<file path="config.mk">
export PLATFORM = sky130hd
export DESIGN_NAME = tpef_verdict
export DESIGN_NICKNAME = d
export VERILOG_FILES = /design/src/rtl/tpef_pkg.sv /design/src/rtl/tpef_verdict.sv
export SDC_FILE = /design/constraint.sdc
export NUM_CORES = 2
export LEC_CHECK = 0
export BUFFER_PORTS_ARGS = -buffer_cell sky130_fd_sc_hd__buf_2
export CAP_MARGIN = 20
export CORE_MARGIN = 3
export CORE_UTILIZATION = 25
export CTS_BUF_LIST = sky130_fd_sc_hd__clkbuf_2 sky130_fd_sc_hd__clkbuf_4 sky130_fd_sc_hd__clkbuf_8
export CTS_CLUSTER_SIZE = 8
export DETAILED_ROUTE_END_ITERATION = 8
export PLACE_DENSITY = 0.41
export SYNTH_ARGS = -nofsm -noshare
export SYNTH_HDL_FRONTEND = slang
export SYNTH_MEMORY_MAX_BITS = 65536
export SYNTH_SLANG_ARGS = --single-unit
</file>
<file path="constraint.sdc">
create_clock -name clk_i -period 6.2 [get_ports clk_i]
set_clock_uncertainty 0.1 [all_clocks]
set_input_delay 0.31 -clock clk_i [delete_from_list [all_inputs] [get_ports clk_i]]
set_output_delay 0.31 -clock clk_i [all_outputs]
set_load 0.02 [all_outputs]
</file>
<file path="src/rtl/tpef_pkg.sv">
`default_nettype none
package tpef_pkg;

  typedef enum logic [2:0] {
    CatPassed   = 3'd0,
    CatExempt   = 3'd1,
    CatShort    = 3'd2,
    CatEntropy  = 3'd3,
    CatProtocol = 3'd4,
    CatPort     = 3'd5
  } category_e;

  localparam logic [15:0] EtypeIpv4 = 16'h0800;
  localparam logic [15:0] EtypeArp  = 16'h0806;
  localparam logic [15:0] FixedCheckPort = 16'd9001;
  localparam logic [15:0] FixedPassPort  = 16'd22;

  localparam logic [2:0] CfgExempt = 3'd0;
  localparam logic [2:0] CfgPortA  = 3'd1;
  localparam logic [2:0] CfgPortB  = 3'd2;
  localparam logic [2:0] CfgPortC  = 3'd3;
  localparam logic [2:0] CfgSrc    = 3'd4;
  localparam logic [2:0] CfgHs     = 3'd5;
  localparam logic [2:0] CfgAuth   = 3'd6;
  localparam logic [2:0] CfgMinPl  = 3'd7;

  // Per-frame summary handed from the parser to the verdict engine
  typedef struct packed {
    logic         final_cat;   // verdict needs no table access
    logic [2:0]   cat;
    logic         pass;
    logic [13:0]  plen;
    logic [8:0]   uniq;
    logic [63:0]  key;
  } frame_t;

  typedef struct packed {
    logic [15:0] exempt_port;
    logic [15:0] port_a;
    logic [15:0] port_b;
    logic [15:0] port_c;
    logic [15:0] src_port;
    logic [8:0]  hs_thr;
    logic [8:0]  auth_thr;
    logic [13:0] min_pl;
  } cfg_t;

endpackage
`default_nettype wire

</file>
<file path="src/rtl/tpef_verdict.sv">
`default_nettype none
// Generic simple dual-port RAM with registered read.
module tpef_ram #(
  parameter int WIDTH = 8,
  parameter int DEPTH = 16,
  parameter int AW    = 4
) (
  input  wire logic             clk_i,
  input  wire logic             we_i,
  input  wire logic [AW-1:0]    waddr_i,
  input  wire logic [WIDTH-1:0] wdata_i,
  input  wire logic [AW-1:0]    raddr_i,
  output logic [WIDTH-1:0]      rdata_o
);
  logic [WIDTH-1:0] mem_q [DEPTH];
  logic [WIDTH-1:0] rdata_q;

  // Write and read one word a cycle
  always_ff @(posedge clk_i) begin
    if (we_i) mem_q[waddr_i] <= wdata_i;
    rdata_q <= mem_q[raddr_i];
  end
  assign rdata_o = rdata_q;
endmodule

// Back end: flow table search (one entry a cycle), threshold and verdict.
module tpef_verdict #(
  parameter int TABLE_ENTRIES   = 64,
  parameter int HANDSHAKE_LIMIT = 20
) (
  input  wire logic             clk_i,
  input  wire logic             rst_ni,
  input  wire tpef_pkg::cfg_t   cfg_i,
  input  wire logic             fr_valid_i,
  output logic                  fr_ready_o,
  input  wire tpef_pkg::frame_t fr_i,
  output logic                  valid_o,
  input  wire logic             stall_i,
  output logic                  pass_o,
  output logic [2:0]            cat_o,
  output logic [8:0]            uniq_o,
  output logic [13:0]           plen_o
);
  localparam int IW = (TABLE_ENTRIES > 1) ? $clog2(TABLE_ENTRIES) : 1;
  localparam int CW = $clog2(TABLE_ENTRIES + 1);

  typedef enum logic [1:0] {Idle, Search, Write, Done} state_e;
  state_e st_q;

  logic [CW-1:0] fill_q, idx_q;
  logic [IW-1:0] widx_q;
  logic        chk_q;
  logic [4:0]  prior_q;
  logic        hit_q;
  tpef_pkg::frame_t f_q;
  logic [17:0] cap_q;
  logic        ov_q;
  logic        pass_q;
  logic [2:0]  cat_q;
  logic [8:0]  uniq_q;
  logic [13:0] plen_q;

  // entries fill from slot 0 and never leave, so a fill count stands for valid bits
  logic          ram_we;
  logic [IW-1:0] ram_waddr;
  logic [68:0]   ram_wdata, ram_rdata;
  logic [63:0]   rd_key;
  logic [4:0]    rd_pkt;
  assign rd_key = ram_rdata[68:5];
  assign rd_pkt = ram_rdata[4:0];

  tpef_ram #(.WIDTH(69), .DEPTH(TABLE_ENTRIES), .AW(IW)) u_flow_ram (
    .clk_i, .we_i(ram_we), .waddr_i(ram_waddr), .wdata_i(ram_wdata),
    .raddr_i(idx_q[IW-1:0]), .rdata_o(ram_rdata));

  // Bump a known flow below the handshake limit, or insert a new one while the table has room
  always_comb begin
    ram_we = 1'b0;
    ram_waddr = fill_q[IW-1:0];
    ram_wdata = {f_q.key, 5'd1};
    if (st_q == Write) begin
      if (hit_q) begin
        ram_we = prior_q < 5'(HANDSHAKE_LIMIT);
        ram_waddr = widx_q;
        ram_wdata = {f_q.key, prior_q + 5'd1};
      end else begin
        ram_we = fill_q < CW'(TABLE_ENTRIES);
      end
    end
  end

  assign fr_ready_o = (st_q == Idle) && !ov_q;
  assign valid_o = ov_q;
  assign pass_o = pass_q; assign cat_o = cat_q; assign uniq_o = uniq_q; assign plen_o = plen_q;

  // The count meets floor(7*plen/10) exactly when 10*(count+1) exceeds 7*plen
  logic [8:0]  thr;
  logic [17:0] uniq_x10;
  logic        pass_w;
  always_comb begin
    thr = (prior_q < 5'(HANDSHAKE_LIMIT)) ? cfg_i.hs_thr : cfg_i.auth_thr;
    uniq_x10 = 18'(f_q.uniq) * 18'd10 + 18'd10;
    pass_w = (f_q.uniq >= thr) || (uniq_x10 > cap_q);
  end

  always_ff @(posedge clk_i or negedge rst_ni) begin
    if (!rst_ni) begin
      st_q <= Idle; fill_q <= '0; idx_q <= '0; chk_q <= 1'b0; ov_q <= 1'b0;
    end else begin
      if (ov_q && !stall_i) ov_q <= 1'b0;
      unique case (st_q)
        Idle: begin
          if (fr_valid_i && !ov_q) begin
            f_q <= fr_i; idx_q <= '0; chk_q <= 1'b0; hit_q <= 1'b0; prior_q <= '0;
            if (fr_i.final_cat) begin
              pass_q <= fr_i.pass; cat_q <= fr_i.cat; uniq_q <= '0;
              plen_q <= fr_i.plen; ov_q <= 1'b1;
            end else begin
              st_q <= Search;
            end
          end
        end
        // Read data is registered and belongs to the previous value of the address
        Search: begin
          if (chk_q && rd_key == f_q.key) begin
            hit_q <= 1'b1; prior_q <= rd_pkt; widx_q <= IW'(idx_q - CW'(1));
            st_q <= Write;
          end else if (idx_q == fill_q) begin
            st_q <= Write;
          end else begin
            idx_q <= idx_q + CW'(1);
            chk_q <= 1'b1;
          end
        end
        Write: begin
          if (!hit_q && fill_q < CW'(TABLE_ENTRIES)) fill_q <= fill_q + CW'(1);
          cap_q <= {4'd0, f_q.plen} * 18'd7;
          st_q <= Done;
        end
        Done: begin
          if (!ov_q) begin
            uniq_q <= f_q.uniq; plen_q <= f_q.plen;
            pass_q <= pass_w;
            cat_q <= pass_w ? tpef_pkg::CatPassed : tpef_pkg::CatEntropy;
            ov_q <= 1'b1; st_q <= Idle;
          end
        end
        default: st_q <= Idle;
      endcase
    end
  end

  a_fill: assert property (@(posedge clk_i) disable iff (!rst_ni)
    fill_q <= CW'(TABLE_ENTRIES)) else $error("fill overflow");
  a_search: assert property (@(posedge clk_i) disable iff (!rst_ni)
    (st_q == Search) |-> idx_q <= fill_q) else $error("search beyond fill");
  a_outhold: assert property (@(posedge clk_i) disable iff (!rst_ni)
    (ov_q && stall_i) |=> ov_q && $stable(cat_q)) else $error("result changed");
endmodule
`default_nettype wire

</file>
==> results.toml <==
[floorplan]
start_util_pct = 25.2
die_h_um = 848
io_pins = 237
die_w_um = 848
coreArea_um2 = 705000
die_area_um2 = 720000
fp-row-count = 308

[status]
status = "finished clean"

[power_and_ir_drop]
power_leakage_nw = 64.0
peakVddDrop_uv = 222
finalPower_mw = 84.3
power.density_nw_per_um2 = 399

[timing]
min_period_over_period_pct = 83.1
timing.final.ws_setup_ps = 1050
slew_headroom_pct = 18.3
worst_slew_pin_slew_ps = 1220
finalCriticalPeriod_ps = 5150
fmax_mhz = 194
tns_ps = 0
hold_viol = 0
setup_viol = 0
drv_slew = 0
rsz0062_at_grt = "no"

[global_route]
grt_util_met2_pct = 26.5
grt_max_degree = 98
use_met1_pct = 21.5
grt_pass1_wl_mm = 784
grt_pass1_vias = 89362
globalRouteOverflowTotal = 0
antenna_found_initial = 47
grt_usage_pct = 15.7
busiest_layer = "met2"
grt_util_met3_pct = 2.34

[synthesis]
synth_flop_cell = "edfxtp_1"
yosysTopAreaCellShare_pct = 77.2
yosysSeqAreaShare_pct = 78.2
syn_inst = 7080
ys_types = 61
synth_nets = 7364
synthArstFlopShare_pct = 0.387
synth.avg_cell_area_um2 = 25.1
yosysTopAreaCell = "edfxtp_1"
synth-edff-count = 4559
synth.most_common_cell = "edfxtp_1"
synth_common_cells = "edfxtp_1 (4559), mux4_2 (1449), clkbuf_1 (174)"
yosysWarnings = 0
syn_area_um2 = 177000
synthTopCellsByArea = "edfxtp_1 (77%), mux4_2 (18%), dfxtp_1 (0.78%)"
synth-seq-cells = 4646

[detailed_routing]
wl_per_cell_um = 31.8
drtIter0Drc = 8881
drt_wl_total_mm = 579
vias = 84954
drtPass1Iterations = 6
ant_nets = 0
remaining_drc_errors = 0
viasPerCell = 4.67

[clock_tree]
cts_hold_buf = 200
clockRootBuffer = "clkbuf_8"
clock-sinks = 4646
clk_pin_slew_ps = 60
h-tree-depth = 6
post_cts_buffers = 0
numCtsBuffers = 798
tritoncts = "built"
worstSkewPairLatency_ps = 1320
max-clock-path-buffers = 4
ctsResizeCount = 0

[worst_setup_path]
worst_ep_required_time_ps = 7110
cp_max_fo = 5
critPathLaunchType = "flip-flop"
worstSetupPathType = "reg2reg"
end_kind = "flip-flop"
cp.arrival_ps = 6060

[placement]
pre_cts_ws_ps = 1590
hpwl_mm = 296
port_buffers = 142
place.gp.congestion = 0.742

[hold_path]
hold_path.class = "in2async"

[flow_run]
maxCapViolations = 0

[final_layout]
fillers = 67881
fin_util_pct = 30.0
synthToLayoutAreaGrowth_pct = 19.1
fin_nets = 8533
drive_gt1_share_pct = 37.5
==> placed cells by master, fill, tap and decap left out, types with 69 or more instances in the layout <==
master and count:
buf_12 129, dfxtp_1 69, clkinv_1 174, buf_4 234, mux4_2 1449, buf_2 142, clkbuf_4 305, dlygate4sd3_1 200
clkbuf_8 847, edfxtp_1 4559
==> final cells by class <==
cell class,count,area (um2),share of cell area [%]
clock inverter,297,2090,0.989
multi-input combinational,2051,37600,17.8
antenna,9,22.5,0.0107
clock buffer,1152,13900,6.60
tap,9300,11600,5.51
inverter,43,169,0.0799
timing repair buffer,709,7120,3.37
sequential,4646,139000,65.7
==> metal layers <==
layer	share of wire [%]	routed length, um	vias up
li1	-	-	33304
met1	43	251000	48025
met2	49	286000	2813
met3	5.1	29500	798
met4	2.2	12800	14
met5	0.017	96	-
==> per-stage QoR <==
| step | instance area, um2 | hold WS [ps] | instances |
|---|---|---|---|
| 2_1_floorplan | 177000 | -85.6 | 7080 |
| 3_3_place_gp | 193000 | 275 | 16540 |
| 3_5_place_dp | 193000 | 288 | 16548 |
| 4_1_cts | 211000 | 9.63 | 18197 |
| 5_1_grt | 211000 | 12.1 | 18204 |
| 6_report | 211000 | 135 | 18207 |
==> worst paths after layout <==
| kind | start | to | slack, ps | cells after the start |
|---|---|---|---|---|
| worst max register to register | f_q[65] | pass_o | 1050 | 18 |
| min in group clk_i | fr_i[63] | f_q[63] | 170 | 3 |
| worst min-delay path | rst_ni | valid_o | 140 | 3 |
| worst min register to register | fill_q[6] | fill_q[6] | 430 | 1 |
| worst max-delay path | f_q[65] | pass_o | 1050 | 18 |
| max in group asynchronous | rst_ni | idx_q[0] | 5390 | 4 |
==> sequential cells by signal (all words and copies together), names as in the netlist <==
register            flops
cap_q                  17
cat_o                   3
chk_q                   1
f_q                    87
fill_q                  7
hit_q                   1
idx_q                   7
pass_o                  1
plen_o                 14
prior_q                 5
st_q                    2
u_flow_ram.mem_q     4416
u_flow_ram.rdata_o     69
uniq_o                  9
valid_o                 1
widx_q                  6
==> cell families after synthesis <==
logic type	share of synthesized area, %
xor gates and xnor gates	0.484
muxes	18.6
adders and majority gates	0.600
buffers and inverters	0.909
and+or+nand+nor	0.849
DFF	78.2
AOI/OAI and AO/OA	0.374
other	0.00211
==> power by group <==
| group | internal [mW] | switching (mW) | total [mW] |
|---|---|---|---|
| logic | 9.37 | 10.3 | 19.7 |
| registers | 36.0 | 0.688 | 36.6 |
| clock network | 15.0 | 13.0 | 28.0 |
| total | 60.4 | 24.0 | 84.3 |
==> worst max-delay path: stages (launching register included) <==
cell and delay [ps]:
edfxtp_1 470, ha_1 340, ha_1 230, fa_1 490, a21o_1 210, a21oi_1 230
o21bai_1 120, a21oi_1 230, xor2_1 300, xor2_1 210, ha_1 270, a21oi_1 200
nor2b_1 90, o21ai_0 210, nand2b_1 90, a221oi_1 280, o211ai_1 180, o21a_1 130
dlygate4sd3_1 550
Power figures use the tool's default switching activity.
