## config.mk

```make
export PLATFORM = sky130hd
export DESIGN_NAME = tpef_fifo
export DESIGN_NICKNAME = d
export VERILOG_FILES = /design/src/rtl/tpef_pkg.sv /design/src/rtl/tpef_fifo.sv
export SDC_FILE = /design/constraint.sdc
export NUM_CORES = 1
export LEC_CHECK = 0
export ABC_AREA = 0
export BUFFER_PORTS_ARGS = -buffer_cell sky130_fd_sc_hd__buf_4
export CORE_ASPECT_RATIO = 1.4
export CORE_MARGIN = 4
export CORE_UTILIZATION = 35
export DETAILED_ROUTE_END_ITERATION = 16
export SYNTH_ARGS = -nofsm -noshare
export SYNTH_HDL_FRONTEND = slang
export SYNTH_SLANG_ARGS = --single-unit
export TNS_END_PERCENT = 5
```

## constraint.sdc

```tcl
create_clock -name clk_i -period 9.5 [get_ports clk_i]
set_clock_uncertainty 0.05 [all_clocks]
set_input_delay 2.85 -clock clk_i [delete_from_list [all_inputs] [get_ports clk_i]]
set_output_delay 2.85 -clock clk_i [all_outputs]
set_load 0.03 [all_outputs]
```

## src/rtl/tpef_pkg.sv

```systemverilog
`default_nettype none
package tpef_pkg;

  typedef enum logic [2:0] {
    CatPassed   = 3'd0,
    CatExempt   = 3'd1,
    CatShort    = 3'd2,
    CatEntropy  = 3'd3,
    CatProtocol = 3'd4,
    CatPort     = 3'd5
  } category_e;

  localparam logic [15:0] EtypeIpv4 = 16'h0800;
  localparam logic [15:0] EtypeArp  = 16'h0806;
  localparam logic [15:0] FixedCheckPort = 16'd9001;
  localparam logic [15:0] FixedPassPort  = 16'd22;

  localparam logic [2:0] CfgExempt = 3'd0;
  localparam logic [2:0] CfgPortA  = 3'd1;
  localparam logic [2:0] CfgPortB  = 3'd2;
  localparam logic [2:0] CfgPortC  = 3'd3;
  localparam logic [2:0] CfgSrc    = 3'd4;
  localparam logic [2:0] CfgHs     = 3'd5;
  localparam logic [2:0] CfgAuth   = 3'd6;
  localparam logic [2:0] CfgMinPl  = 3'd7;

  // Per-frame summary handed from the parser to the verdict engine
  typedef struct packed {
    logic         final_cat;   // verdict needs no table access
    logic [2:0]   cat;
    logic         pass;
    logic [13:0]  plen;
    logic [8:0]   uniq;
    logic [63:0]  key;
  } frame_t;

  typedef struct packed {
    logic [15:0] exempt_port;
    logic [15:0] port_a;
    logic [15:0] port_b;
    logic [15:0] port_c;
    logic [15:0] src_port;
    logic [8:0]  hs_thr;
    logic [8:0]  auth_thr;
    logic [13:0] min_pl;
  } cfg_t;

endpackage
`default_nettype wire

```

## src/rtl/tpef_fifo.sv

```systemverilog
`default_nettype none
// Two-entry queue between parser and verdict engine.
module tpef_fifo (
  input  wire logic             clk_i,
  input  wire logic             rst_ni,
  input  wire logic             wr_valid_i,
  output logic                  wr_ready_o,
  input  wire tpef_pkg::frame_t wr_data_i,
  output logic                  rd_valid_o,
  input  wire logic             rd_ready_i,
  output tpef_pkg::frame_t      rd_data_o
);
  tpef_pkg::frame_t mem_q [2];
  logic wp_q, rp_q;
  logic [1:0] cnt_q;
  logic wr, rd;
  assign wr_ready_o = cnt_q != 2'd2;
  assign rd_valid_o = cnt_q != 2'd0;
  assign wr = wr_valid_i && wr_ready_o;
  assign rd = rd_valid_o && rd_ready_i;
  assign rd_data_o = mem_q[rp_q];

  always_ff @(posedge clk_i or negedge rst_ni) begin
    if (!rst_ni) begin
      wp_q <= 1'b0; rp_q <= 1'b0; cnt_q <= '0;
    end else begin
      if (wr) begin
        mem_q[wp_q] <= wr_data_i; wp_q <= ~wp_q;
      end
      if (rd) rp_q <= ~rp_q;
      cnt_q <= cnt_q + 2'(wr) - 2'(rd);
    end
  end

  a_cnt: assert property (@(posedge clk_i) disable iff (!rst_ni)
    cnt_q <= 2'd2) else $error("fifo count overflow");
  a_full: assert property (@(posedge clk_i) disable iff (!rst_ni)
    (cnt_q == 2'd2 && !rd) |=> cnt_q == 2'd2) else $error("fifo lost entry");
  a_ptr: assert property (@(posedge clk_i) disable iff (!rst_ni)
    (cnt_q == 2'd0) |-> (wp_q == rp_q)) else $error("fifo pointers");
endmodule
`default_nettype wire

```

==> metrics.md, run 1 <==
| Metric | Value |
|---|---|
| Critical Path AT | `2.83 ns` |
| R2R setup slack | `6.51 ns` |
| Worst r2r src | `cnt_q[1]$_DFF_PN0_` |
| WP data required | `6.60 ns` |
| Die ar. | `22,700 sq um` |
| Max VDD drop | `179 uV` |
| DRT iter0 DRCs | `126` |
| Hold endpoint | `cnt_q[1]$_DFF_PN0_` |
| CTS Sinks | `188` |
| CP Launch Type | `flip-flop` |
| Top Ports | `190` |
| Post-synthesis sequential area ratio | `78.9%` |
| Site Rows | `61` |
| FF-to-FF End | `mem_q[0][27]$_DFFE_PP_` |
| Slew @ Worst Pin | `1.11 ns` |
| Reg power frac | `38.6%` |
| Vias in the first global route | `3,872` |
| Unrepaired setup endpoints after global routing | `false` |
| Total number of vias | `3,428` |
| NetSw | `0.927 mW` |
| CP max FO | `64` |
| Slew Viols, Final | `0` |
| Final wirelength | `13,800 um` |
| Total grt overflow | `0` |
| Syn nets | `401` |
| Post-synth ARST share | `2.13%` |
| DRC violations left | `0` |
| Main flop type after synthesis | `edfxtp_1` |
| Post-Place Cell Area | `8800 sq um` |
| Synth top cells by count | `184 x edfxtp_1, 70 x mux2_4, 22 x mux2_2` |
| Fin crit share | `60.3%` |
| Total buffers and inverters traversed by the critical path | `2` |
| FF+latch count, synth | `188` |
| Hold WS | `0.458 ns` |
| R2r worst-path depth | `4` |
| Largest net degree at the start of global routing | `75` |
| I/O Buffers | `189` |
| TritonRoute pass-1 iters | `4` |
| GP Congestion | `0.668` |
| Worst path max stage delay | `0.90 ns` |
| P_int | `1.91 mW` |
| Area Overhead vs Synth | `32.1%` |
| Synth cell types | `17` |
| Reg clk slew, reported paths | `0.07 ns` |
| Fmax | `0.175 GHz` |
| Worst hold path type | `flip-flop to flip-flop` |
| Cells after Synth | `303` |
| Period minus WS final | `5.73 ns` |
| Design area | `9410 sq um` |
| Synth warn | `0` |
| Fin. Hold Viols | `0` |
| Top cell type's share of synthesized area | `77.5%` |
| Vias per cell | `4.46` |
| Wire length of the first global-routing pass | `20,900 um` |
| Rel. slew slack | `25.7%` |
| Clock share of power | `25.7%` |
| Metal3 WL | `879 um` |
| Core Box Area | `19,900 sq um` |
| # Post-CTS Setup Buffers | `0` |
| Final setup margin | `3.77 ns` |
| All-Layer GR Usage | `12.3%` |
| Latest clock arrival within the worst-skew pair | `0.42 ns` |
| Antenna violations before repair | `0` |
| Crit path cell chain | `buf_4 -> mux2_2 -> buf_4` |
| Area contributors post-synth | `edfxtp_1 78%, mux2_4 15%, mux2_2 3.5%, dfrtp_1 1.4%, buf_6 1.1%` |
| DRT met1 WL | `4880 um` |
| Status | `finished, final reports clean` |
| Mapped Avg Cell Area | `23.5 sq um` |
| Post-DP HPWL | `9340 um` |
| Total power | `2.84 mW` |
| Root buffer cell | `clkbuf_16` |
| EDFF count, synth | `184` |
| H-tree lvl count | `4` |
| Bufs on Longest Clock Path | `2` |
| Chip width | `129 um` |
| Pwr Density | `302 nW/um^2` |
| Final setup vio count | `0` |
| CP max-delay cell | `buf_4` |
| CP Capture Type | `output port` |
| Per-cell routed wire length | `17.9 um` |
| Initial Util | `35.8%` |
| Switching Fraction | `32.6%` |
| Die Ht | `177 um` |
| Crit Path Class | `flip-flop to output port` |
| Count leader, synth | `edfxtp_1` |
| Area leader, netlist | `edfxtp_1` |
| Max cap viols | `0` |
| PostCTS Resize Cnt | `0` |
| Place WS | `4.11 ns` |
| Hold_buf cts | `0` |
| CP delay by family, top | `buffers and inverters` |
| Total CTS buffers | `17` |
| Layout cell share with drive strength beyond 1 | `61.9%` |
| Hold path depth | `1` |
| Mapped Area | `7130 sq um` |
| Total Nets Final | `602` |
| Ant. Diodes | `0` |
| Antenna-violating nets left | `0` |
| Setup TNS Final | `0 ns` |
| CP most frequent cell | `buf_4` |
| Met2 WL | `7830 um` |
| P_leak | `3.67 nW` |
| Logic pwr share | `35.8%` |
| CTS tree | `yes` |
| Top Metal Used | `met4` |
| Worst hold start | `cnt_q[1]$_DFF_PN0_` |
-- worst max path at each step --
stage | startpoint | to | slack, ns | cells past startpoint
2_1_floorplan | wr_valid_i | mem_q[0][0]$_DFFE_PP_ | 2.36 | 2
3_3_place_gp | wr_valid_i | mem_q[0][56]$_DFFE_PP_ | 4.16 | 4
3_5_place_dp | wr_valid_i | mem_q[0][6]$_DFFE_PP_ | 4.11 | 4
4_1_cts | rp_q$_DFFE_PN0P_ | rd_data_o[84] | 3.70 | 3
5_1_grt | rp_q$_DFFE_PN0P_ | rd_data_o[1] | 3.60 | 3
6_report | rp_q$_DFFE_PN0P_ | rd_data_o[91] | 3.77 | 3
-- area by class of cell --
type | instances | area [sq um]
Clock buffer | 17 | 425
Clock inverter | 15 | 185
Multi-Input combinational cell | 104 | 1410
Tap cell | 252 | 315
Fill cell | 1726 | 10500
Timing Repair Buffer | 192 | 1440
Inverter | 1 | 3.75
Sequential cell | 188 | 5630
-- logic make-up (layout without fill, tap and decap cells) --
family | count (synthesis) | count (layout) | share of synthesized area [%]
DFF | 188 | 188 | 78.9
and+or+nand+nor | 6 | 6 | 0.580
xor gates and xnor gates | 4 | 4 | 0.492
muxes | 92 | 92 | 18.2
adders and majority gates | 2 | 2 | 0.351
buffers and inverters | 11 | 225 | 1.40
-- layout by cell type, fill, tap and decap left out, drive strengths merged --
cell type,n
and2,1
and4,1
buf,192
bufinv,3
clkbuf,17
clkinv,4
clkinvlp,1
dfrtp,4
edfxtp,184
ha,2
inv,8
mux2,92
nand2,1
nand2b,1
nor3b,1
or2,1
xnor2,3
xor2,1
-- state kept, by name (all words and copies together), names as in the netlist --
name   flops
mem_q    184
cnt_q      2
rp_q       1
wp_q       1
-- metrics by stage --
step,std cells,utilization (%)
finish,769,47.3
global route,769,47.3
CTS,769,47.3
detailed placement,737,44.2
global placement,737,44.2
floorplan,303,-
-- worst register-to-register path: cells and delay by family (launching register included) --
| family | cells | cell delay [ns] |
|---|---|---|
| buffers and inverters | 1 | 0.90 |
| flip-flops | 1 | 0.41 |
| AND/OR/NAND/NOR | 3 | 1.14 |
-- power by group through the flow --
stage	logic, mW	clock network [mW]	registers [mW]
after floorplan	0.754	0	1.08
after global placement	1.03	0	1.11
after detailed placement	1.04	0	1.12
after CTS	1.04	0.755	1.10
after global routing	1.07	0.790	1.11
final	1.02	0.729	1.10
-- metal layers --
metal / vias up / track usage (%)
met5: - / 0
met4: 0 / 4.47
met3: 9 / 4.38
met2: 105 / 22.9
met1: 1712 / 12.5
li1: 1602 / -
Power figures use the tool's default switching activity.
==> run 2, diff against run 1 <==
clock period = 5.4 ns   (was 9.5 ns; I/O delays follow)
==> run 2 against run 1 <==
Count of clock-buffer cells in the layout is the same; combinational power grew 74%; setup slack lost 2.4 ns; clock power grew 63%; critical path depth is the same; global-route usage shrank 0.19 points; flip-flop and latch count is the same; die area is the same; non-clock buffer count grew 2; sequential power grew 75%; final area shrank 0.20%; highest routed layer is now met5.
==> metrics.md, run 2 (synthesis gave the netlist of run 1 again) <==
| Metric | Value |
|---|---|
| CP Capture Type | `output port` |
| Max VDD drop | `277 uV (+55%)` |
| H-tree lvl count | `4 (unchanged)` |
| CTS Sinks | `188 (unchanged)` |
| Rel. slew slack | `39.1% (+13 points)` |
| Fmax | `0.250 GHz` |
| Most flop-heavy register | `mem_q` |
| Pwr Density | `521 nW/um^2 (+73%)` |
| Core Box Area | `19,900 sq um (unchanged)` |
| Worst path max stage delay | `0.84 ns (-0.06 ns)` |
| Total number of vias | `3,471 (+1.3%)` |
| Largest register FFs | `184 (unchanged)` |
| Setup TNS Final | `0 ns (unchanged)` |
| Vias per cell | `4.50 (+0.99%)` |
| Fin util | `47.2% (-0.094 points)` |
| DRT met1 WL | `5120 um (+4.9%)` |
| Bufs on Longest Clock Path | `2 (unchanged)` |
| Critical Path AT | `2.33 ns (-0.50 ns)` |
| Status | `finished, final reports clean` |
| CP max-delay cell | `dfrtp_4` |
| Slew Viols, Final | `0 (unchanged)` |
| Final setup vio count | `0 (unchanged)` |
| Wire length of the first global-routing pass | `20,600 um (-1.6%)` |
| Post-Place Cell Area | `8830 sq um (+0.31%)` |
| WP data required | `3.73 ns (-2.87 ns)` |
| Top Metal Used | `met5` |
| Worst hold path type | `flip-flop to flip-flop` |
| CP max FO | `60 (-6.3%)` |
| Antenna-violating nets left | `0 (unchanged)` |
| Ant. Diodes | `0 (unchanged)` |
| CP Launch Type | `flip-flop` |
| Chip width | `129 um (unchanged)` |
| Antenna violations before repair | `2 (+2)` |
| Regs by FF count | `mem_q: 184 flops, cnt_q: 2 flops` |
| CTS tree | `yes` |
| Initial Util | `35.8% (unchanged)` |
| Die ar. | `22,700 sq um (unchanged)` |
| P_leak | `3.66 nW (-0.25%)` |
| Commonest non-fill, non-tap cells in the layout | `193 x buf_4, 184 x edfxtp_1, 70 x mux2_4` |
| Metal3 WL | `1170 um (+33%)` |
| Area Overhead vs Synth | `31.9%` |
| Crit Path Class | `flip-flop to output port` |
| TritonRoute pass-1 iters | `4 (unchanged)` |
| # Post-CTS Setup Buffers | `0 (unchanged)` |
| GP Congestion | `0.689 (+3.1%)` |
| Post-DP HPWL | `9140 um (-2.1%)` |
| I/O Buffers | `189 (unchanged)` |
| Total grt overflow | `0 (unchanged)` |
| Slew @ Worst Pin | `0.914 ns (-0.200 ns)` |
| Commonest non-fill, non-tap cell in the layout | `buf_4` |
| Multi-input logic area | `1410 sq um (unchanged)` |
| Total CTS buffers | `17 (unchanged)` |
| Per-cell routed wire length | `17.5 um (-2.1%)` |
| PostCTS Resize Cnt | `0 (unchanged)` |
| Fin. Hold Viols | `0 (unchanged)` |
| Met2 WL | `7020 um (-10%)` |
| Fin crit share | `74.0%` |
| Root buffer cell | `clkbuf_16` |
| Max cap viols | `0 (unchanged)` |
| Total power | `4.90 mW (+72%)` |
| Total Nets Final | `604 (+0.33%)` |
| DRC violations left | `0 (unchanged)` |
| Latest clock arrival within the worst-skew pair | `0.42 ns (about the same)` |
| All-Layer GR Usage | `12.1% (-0.19 points)` |
| Fillers | `1,741 (+0.87%)` |
| Layout cell share with drive strength beyond 1 | `61.8% (about the same)` |
| Final wirelength | `13,500 um (-1.8%)` |
| Unrepaired setup endpoints after global routing | `false` |
| Vias in the first global route | `3,940 (+1.8%)` |
| Design area | `9400 sq um (-0.20%)` |
| Hold_buf cts | `0 (unchanged)` |
| DRT iter0 DRCs | `145 (+15%)` |
| Total buffers and inverters traversed by the critical path | `2 (unchanged)` |
| Register area | `5630 sq um (unchanged)` |
| Die Ht | `177 um (unchanged)` |
| CP delay by family, top | `flip-flops` |
| Reg clk slew, reported paths | `0.07 ns (about the same)` |
| Period minus WS final | `4.00 ns` |
| Crit path cell chain | `buf_12 -> mux2_2 -> buf_4` |
| R2R setup slack | `3.21 ns (-3.30 ns)` |
| Site Rows | `61 (unchanged)` |
| Top Ports | `190 (unchanged)` |
| Largest net degree at the start of global routing | `63 (-16%)` |
[run 2: path summary, 6_finish.rpt]
kind / depth (start not counted) / to / from
setup reg to reg: 3 / mem_q[1][29]$_DFFE_PP_ / cnt_q[1]$_DFF_PN0_
setup / recovery: 3 / rd_data_o[84] / rp_q$_DFFE_PN0P_
min in group asynchronous: 1 / wp_q$_DFFE_PN0P_ / rst_ni
max in group asynchronous: 1 / rp_q$_DFFE_PN0P_ / rst_ni
hold reg to reg: 1 / cnt_q[1]$_DFF_PN0_ / cnt_q[1]$_DFF_PN0_
hold / removal: 1 / cnt_q[1]$_DFF_PN0_ / cnt_q[1]$_DFF_PN0_
[run 2: per-stage QoR]
stage	setup WS, ns	cells	hold WS, ns
floorplan	0.764	303	0.410
global placement	1.82	739	0.432
detailed placement	1.80	739	0.448
CTS	1.32	771	0.467
global route	1.26	771	0.484
finish	1.40	771	0.470
[run 2: report_power, final]
part,switching [mW],total [mW],internal (mW)
combinational,0.966,1.77,0.809
clock,0.545,1.19,0.645
sequential,0.116,1.93,1.82
[run 2: final cells by class]
cell class                      count  share of cell area [%]
Timing Repair Buffer              194                    15.6
Inverter                            1                  0.0400
Multi-Input combinational cell    104                    15.0
Clock inverter                     15                    1.48
Tap cell                          252                    3.36
Clock buffer                       17                    4.53
Sequential cell                   188                    59.9
[run 2: worst reg2reg max path, cell delays in order, from the launching register on]
cell,delay (ns)
dfrtp_1,0.41
nand2b_1,0.12
and4_4,0.86
buf_4,0.43
[run 2: routing by layer]
| layer | vias to the layer above | GRT usage [%] |
|---|---|---|
| met5 | - | 0 |
| met3 | 20 | 5.56 |
| met2 | 125 | 20.9 |
| li1 | 1609 | - |
| met4 | 4 | 4.20 |
| met1 | 1713 | 13.1 |
==> run 3, diff against run 2 <==
clock period = 3.91 ns   (was 5.4 ns; I/O delays follow)
==> run 3 against run 2 <==
First-iteration DRC count rose by 15%; count of clock-buffer cells in the layout rose by 1; sequential power rose by 34%; wire length grew 0.84%; worst hold slack worse by 0.014 ns; die area stayed put; final area is 0.59% higher; clock power grew 45%; largest power group unchanged; highest routed layer is now met4.
==> metrics.md, run 3 (synthesis gave the netlist of run 1 again) <==
| Metric | Value |
|---|---|
| Area Overhead vs Synth | `32.6%` |
| Die Ht | `177 um (unchanged)` |
| PostCTS Resize Cnt | `0 (unchanged)` |
| Hold WS | `0.456 ns (-0.0139 ns)` |
| Die ar. | `22,700 sq um (unchanged)` |
| Final wirelength | `13,600 um (+0.84%)` |
| CTS tree | `yes` |
| Fmax | `0.314 GHz` |
| Fin util | `47.4% (+0.28 points)` |
| Status | `finished, final reports clean` |
| R2R setup slack | `1.88 ns (-1.33 ns)` |
| Total power | `6.88 mW (+40%)` |
| Slew Viols, Final | `0 (unchanged)` |
| Initial Util | `35.8% (unchanged)` |
| Worst path max stage delay | `0.49 ns (-0.35 ns)` |
| Layout cell share with drive strength beyond 1 | `61.9% (about the same)` |
| Total CTS buffers | `17 (unchanged)` |
| DRC violations left | `0 (unchanged)` |
| Commonest non-fill, non-tap cell in the layout | `buf_4` |
| Reg clk slew, reported paths | `0.06 ns (about the same)` |
| Top Ports | `190 (unchanged)` |
| DRT iter0 DRCs | `167 (+15%)` |
| Total number of vias | `3,432 (-1.1%)` |
| Post-DP HPWL | `9360 um (+2.5%)` |
| CP max-delay cell | `buf_12` |
| Crit path to | `rd_data_o[6]` |
| Critical Path AT | `1.96 ns (-0.37 ns)` |
| Site Rows | `61 (unchanged)` |
| Fin. Hold Viols | `0 (unchanged)` |
| Placed instance count | `739 (unchanged)` |
| Largest register FFs | `184 (unchanged)` |
| Worst r2r src | `cnt_q[0]$_DFF_PN0_` |
| Design area | `9450 sq um (+0.59%)` |
| Total grt overflow | `0 (unchanged)` |
| Vias in the first global route | `3,732 (-5.3%)` |
| GP Congestion | `0.685 (-0.57%)` |
| Crit Path Class | `flip-flop to output port` |
| Wire length of the first global-routing pass | `20,200 um (-1.6%)` |
| Commonest non-fill, non-tap cells in the layout | `192 x buf_4, 184 x edfxtp_1, 70 x mux2_4` |
| Antenna-violating nets left | `0 (unchanged)` |
| Vias per cell | `4.46 (-0.87%)` |
| CP Capture Type | `output port` |
| H-tree lvl count | `4 (unchanged)` |
| All-Layer GR Usage | `11.9% (-0.26 points)` |
| Final setup vio count | `0 (unchanged)` |
| FF-to-FF End | `mem_q[1][20]$_DFFE_PP_` |
| Latest clock arrival within the worst-skew pair | `0.41 ns (about the same)` |
| Unrepaired setup endpoints after global routing | `false` |
| Largest net degree at the start of global routing | `94 (+49%)` |
| R2r worst-path depth | `3 (unchanged)` |
| Post-Place Cell Area | `8860 sq um (+0.33%)` |
| Period minus WS final | `3.18 ns` |
| Total Nets Final | `604 (unchanged)` |
| Per-cell routed wire length | `17.7 um (+1.1%)` |
| Crit path cell chain | `buf_12 -> mux2_2 -> buf_4` |
| Final Non-Filler Cells | `769 (-0.26%)` |
| I/O Buffers | `189 (unchanged)` |
| Bufs on Longest Clock Path | `2 (unchanged)` |
| Chip width | `129 um (unchanged)` |
| CP startpoint | `rp_q$_DFFE_PN0P_` |
| Root buffer cell | `clkbuf_16` |
| # Post-CTS Setup Buffers | `0 (unchanged)` |
| Ant. Diodes | `0 (unchanged)` |
| Most flop-heavy register | `mem_q` |
| Antenna violations before repair | `0 (-2)` |
| Max VDD drop | `477 uV (+72%)` |
| Core Box Area | `19,900 sq um (unchanged)` |
| P_leak | `3.67 nW (+0.23%)` |
| CTS Sinks | `188 (unchanged)` |
| Hold_buf cts | `0 (unchanged)` |
| WP data required | `2.69 ns (-1.04 ns)` |
| CP max FO | `93 (+55%)` |
| Max cap viols | `0 (unchanged)` |
| Setup TNS Final | `0 ns (unchanged)` |
| Slew @ Worst Pin | `0.698 ns (-0.216 ns)` |
| Fin crit share | `81.4%` |
| Worst hold path type | `flip-flop to flip-flop` |
| Place WS | `1.13 ns (-0.666 ns)` |
| Regs by FF count | `mem_q: 184 flops, cnt_q: 2 flops` |
| Final setup margin | `0.726 ns (-0.679 ns)` |
| Rel. slew slack | `53.5% (+14 points)` |
| CP Launch Type | `flip-flop` |
| TritonRoute pass-1 iters | `4 (unchanged)` |
| Pwr Density | `728 nW/um^2 (+40%)` |
[run 3: critical path, delay by kind of cell, from the launching register on]
| kind | cells | cell delay [ns] |
|---|---|---|
| buffers and inverters | 2 | 0.66 |
| DFF | 1 | 0.41 |
| muxes | 1 | 0.41 |
[run 3: report_power, final]
| part | total (mW) | switching [mW] | internal (mW) |
|---|---|---|---|
| Clock | 1.73 | 0.724 | 1.01 |
| Combinational | 2.56 | 1.43 | 1.13 |
| Sequential | 2.58 | 0.0716 | 2.51 |
[run 3: how the worst min path moves through the flow]
stage	from	endpoint	slack (ns)	cells after the start
floorplan	cnt_q[1]$_DFF_PN0_	cnt_q[1]$_DFF_PN0_	0.41	1
global placement	cnt_q[1]$_DFF_PN0_	cnt_q[1]$_DFF_PN0_	0.43	1
detailed placement	cnt_q[1]$_DFF_PN0_	cnt_q[1]$_DFF_PN0_	0.45	1
CTS	cnt_q[1]$_DFF_PN0_	cnt_q[1]$_DFF_PN0_	0.46	1
global route	rst_ni	cnt_q[0]$_DFF_PN0_	0.47	1
finish	cnt_q[1]$_DFF_PN0_	cnt_q[1]$_DFF_PN0_	0.46	1
[run 3: cell type report]
| type | instances | area, sq um |
|---|---|---|
| clock buffers | 18 | 429 |
| clock inverters | 12 | 161 |
| fillers | 1694 | 10500 |
| inverters | 1 | 3.75 |
| multi-input cells | 104 | 1430 |
| flip-flops and latches | 188 | 5630 |
| well taps | 252 | 315 |
| repair buffers | 194 | 1480 |
[run 3: metal layers]
| layer | track usage [%] | part of all wire (%) |
|---|---|---|
| met1 | 12.2 | 35 |
| met5 | 0 | 0 |
| met3 | 3.23 | 5.3 |
| met4 | 4.99 | 1.8 |
| met2 | 22.3 | 58 |
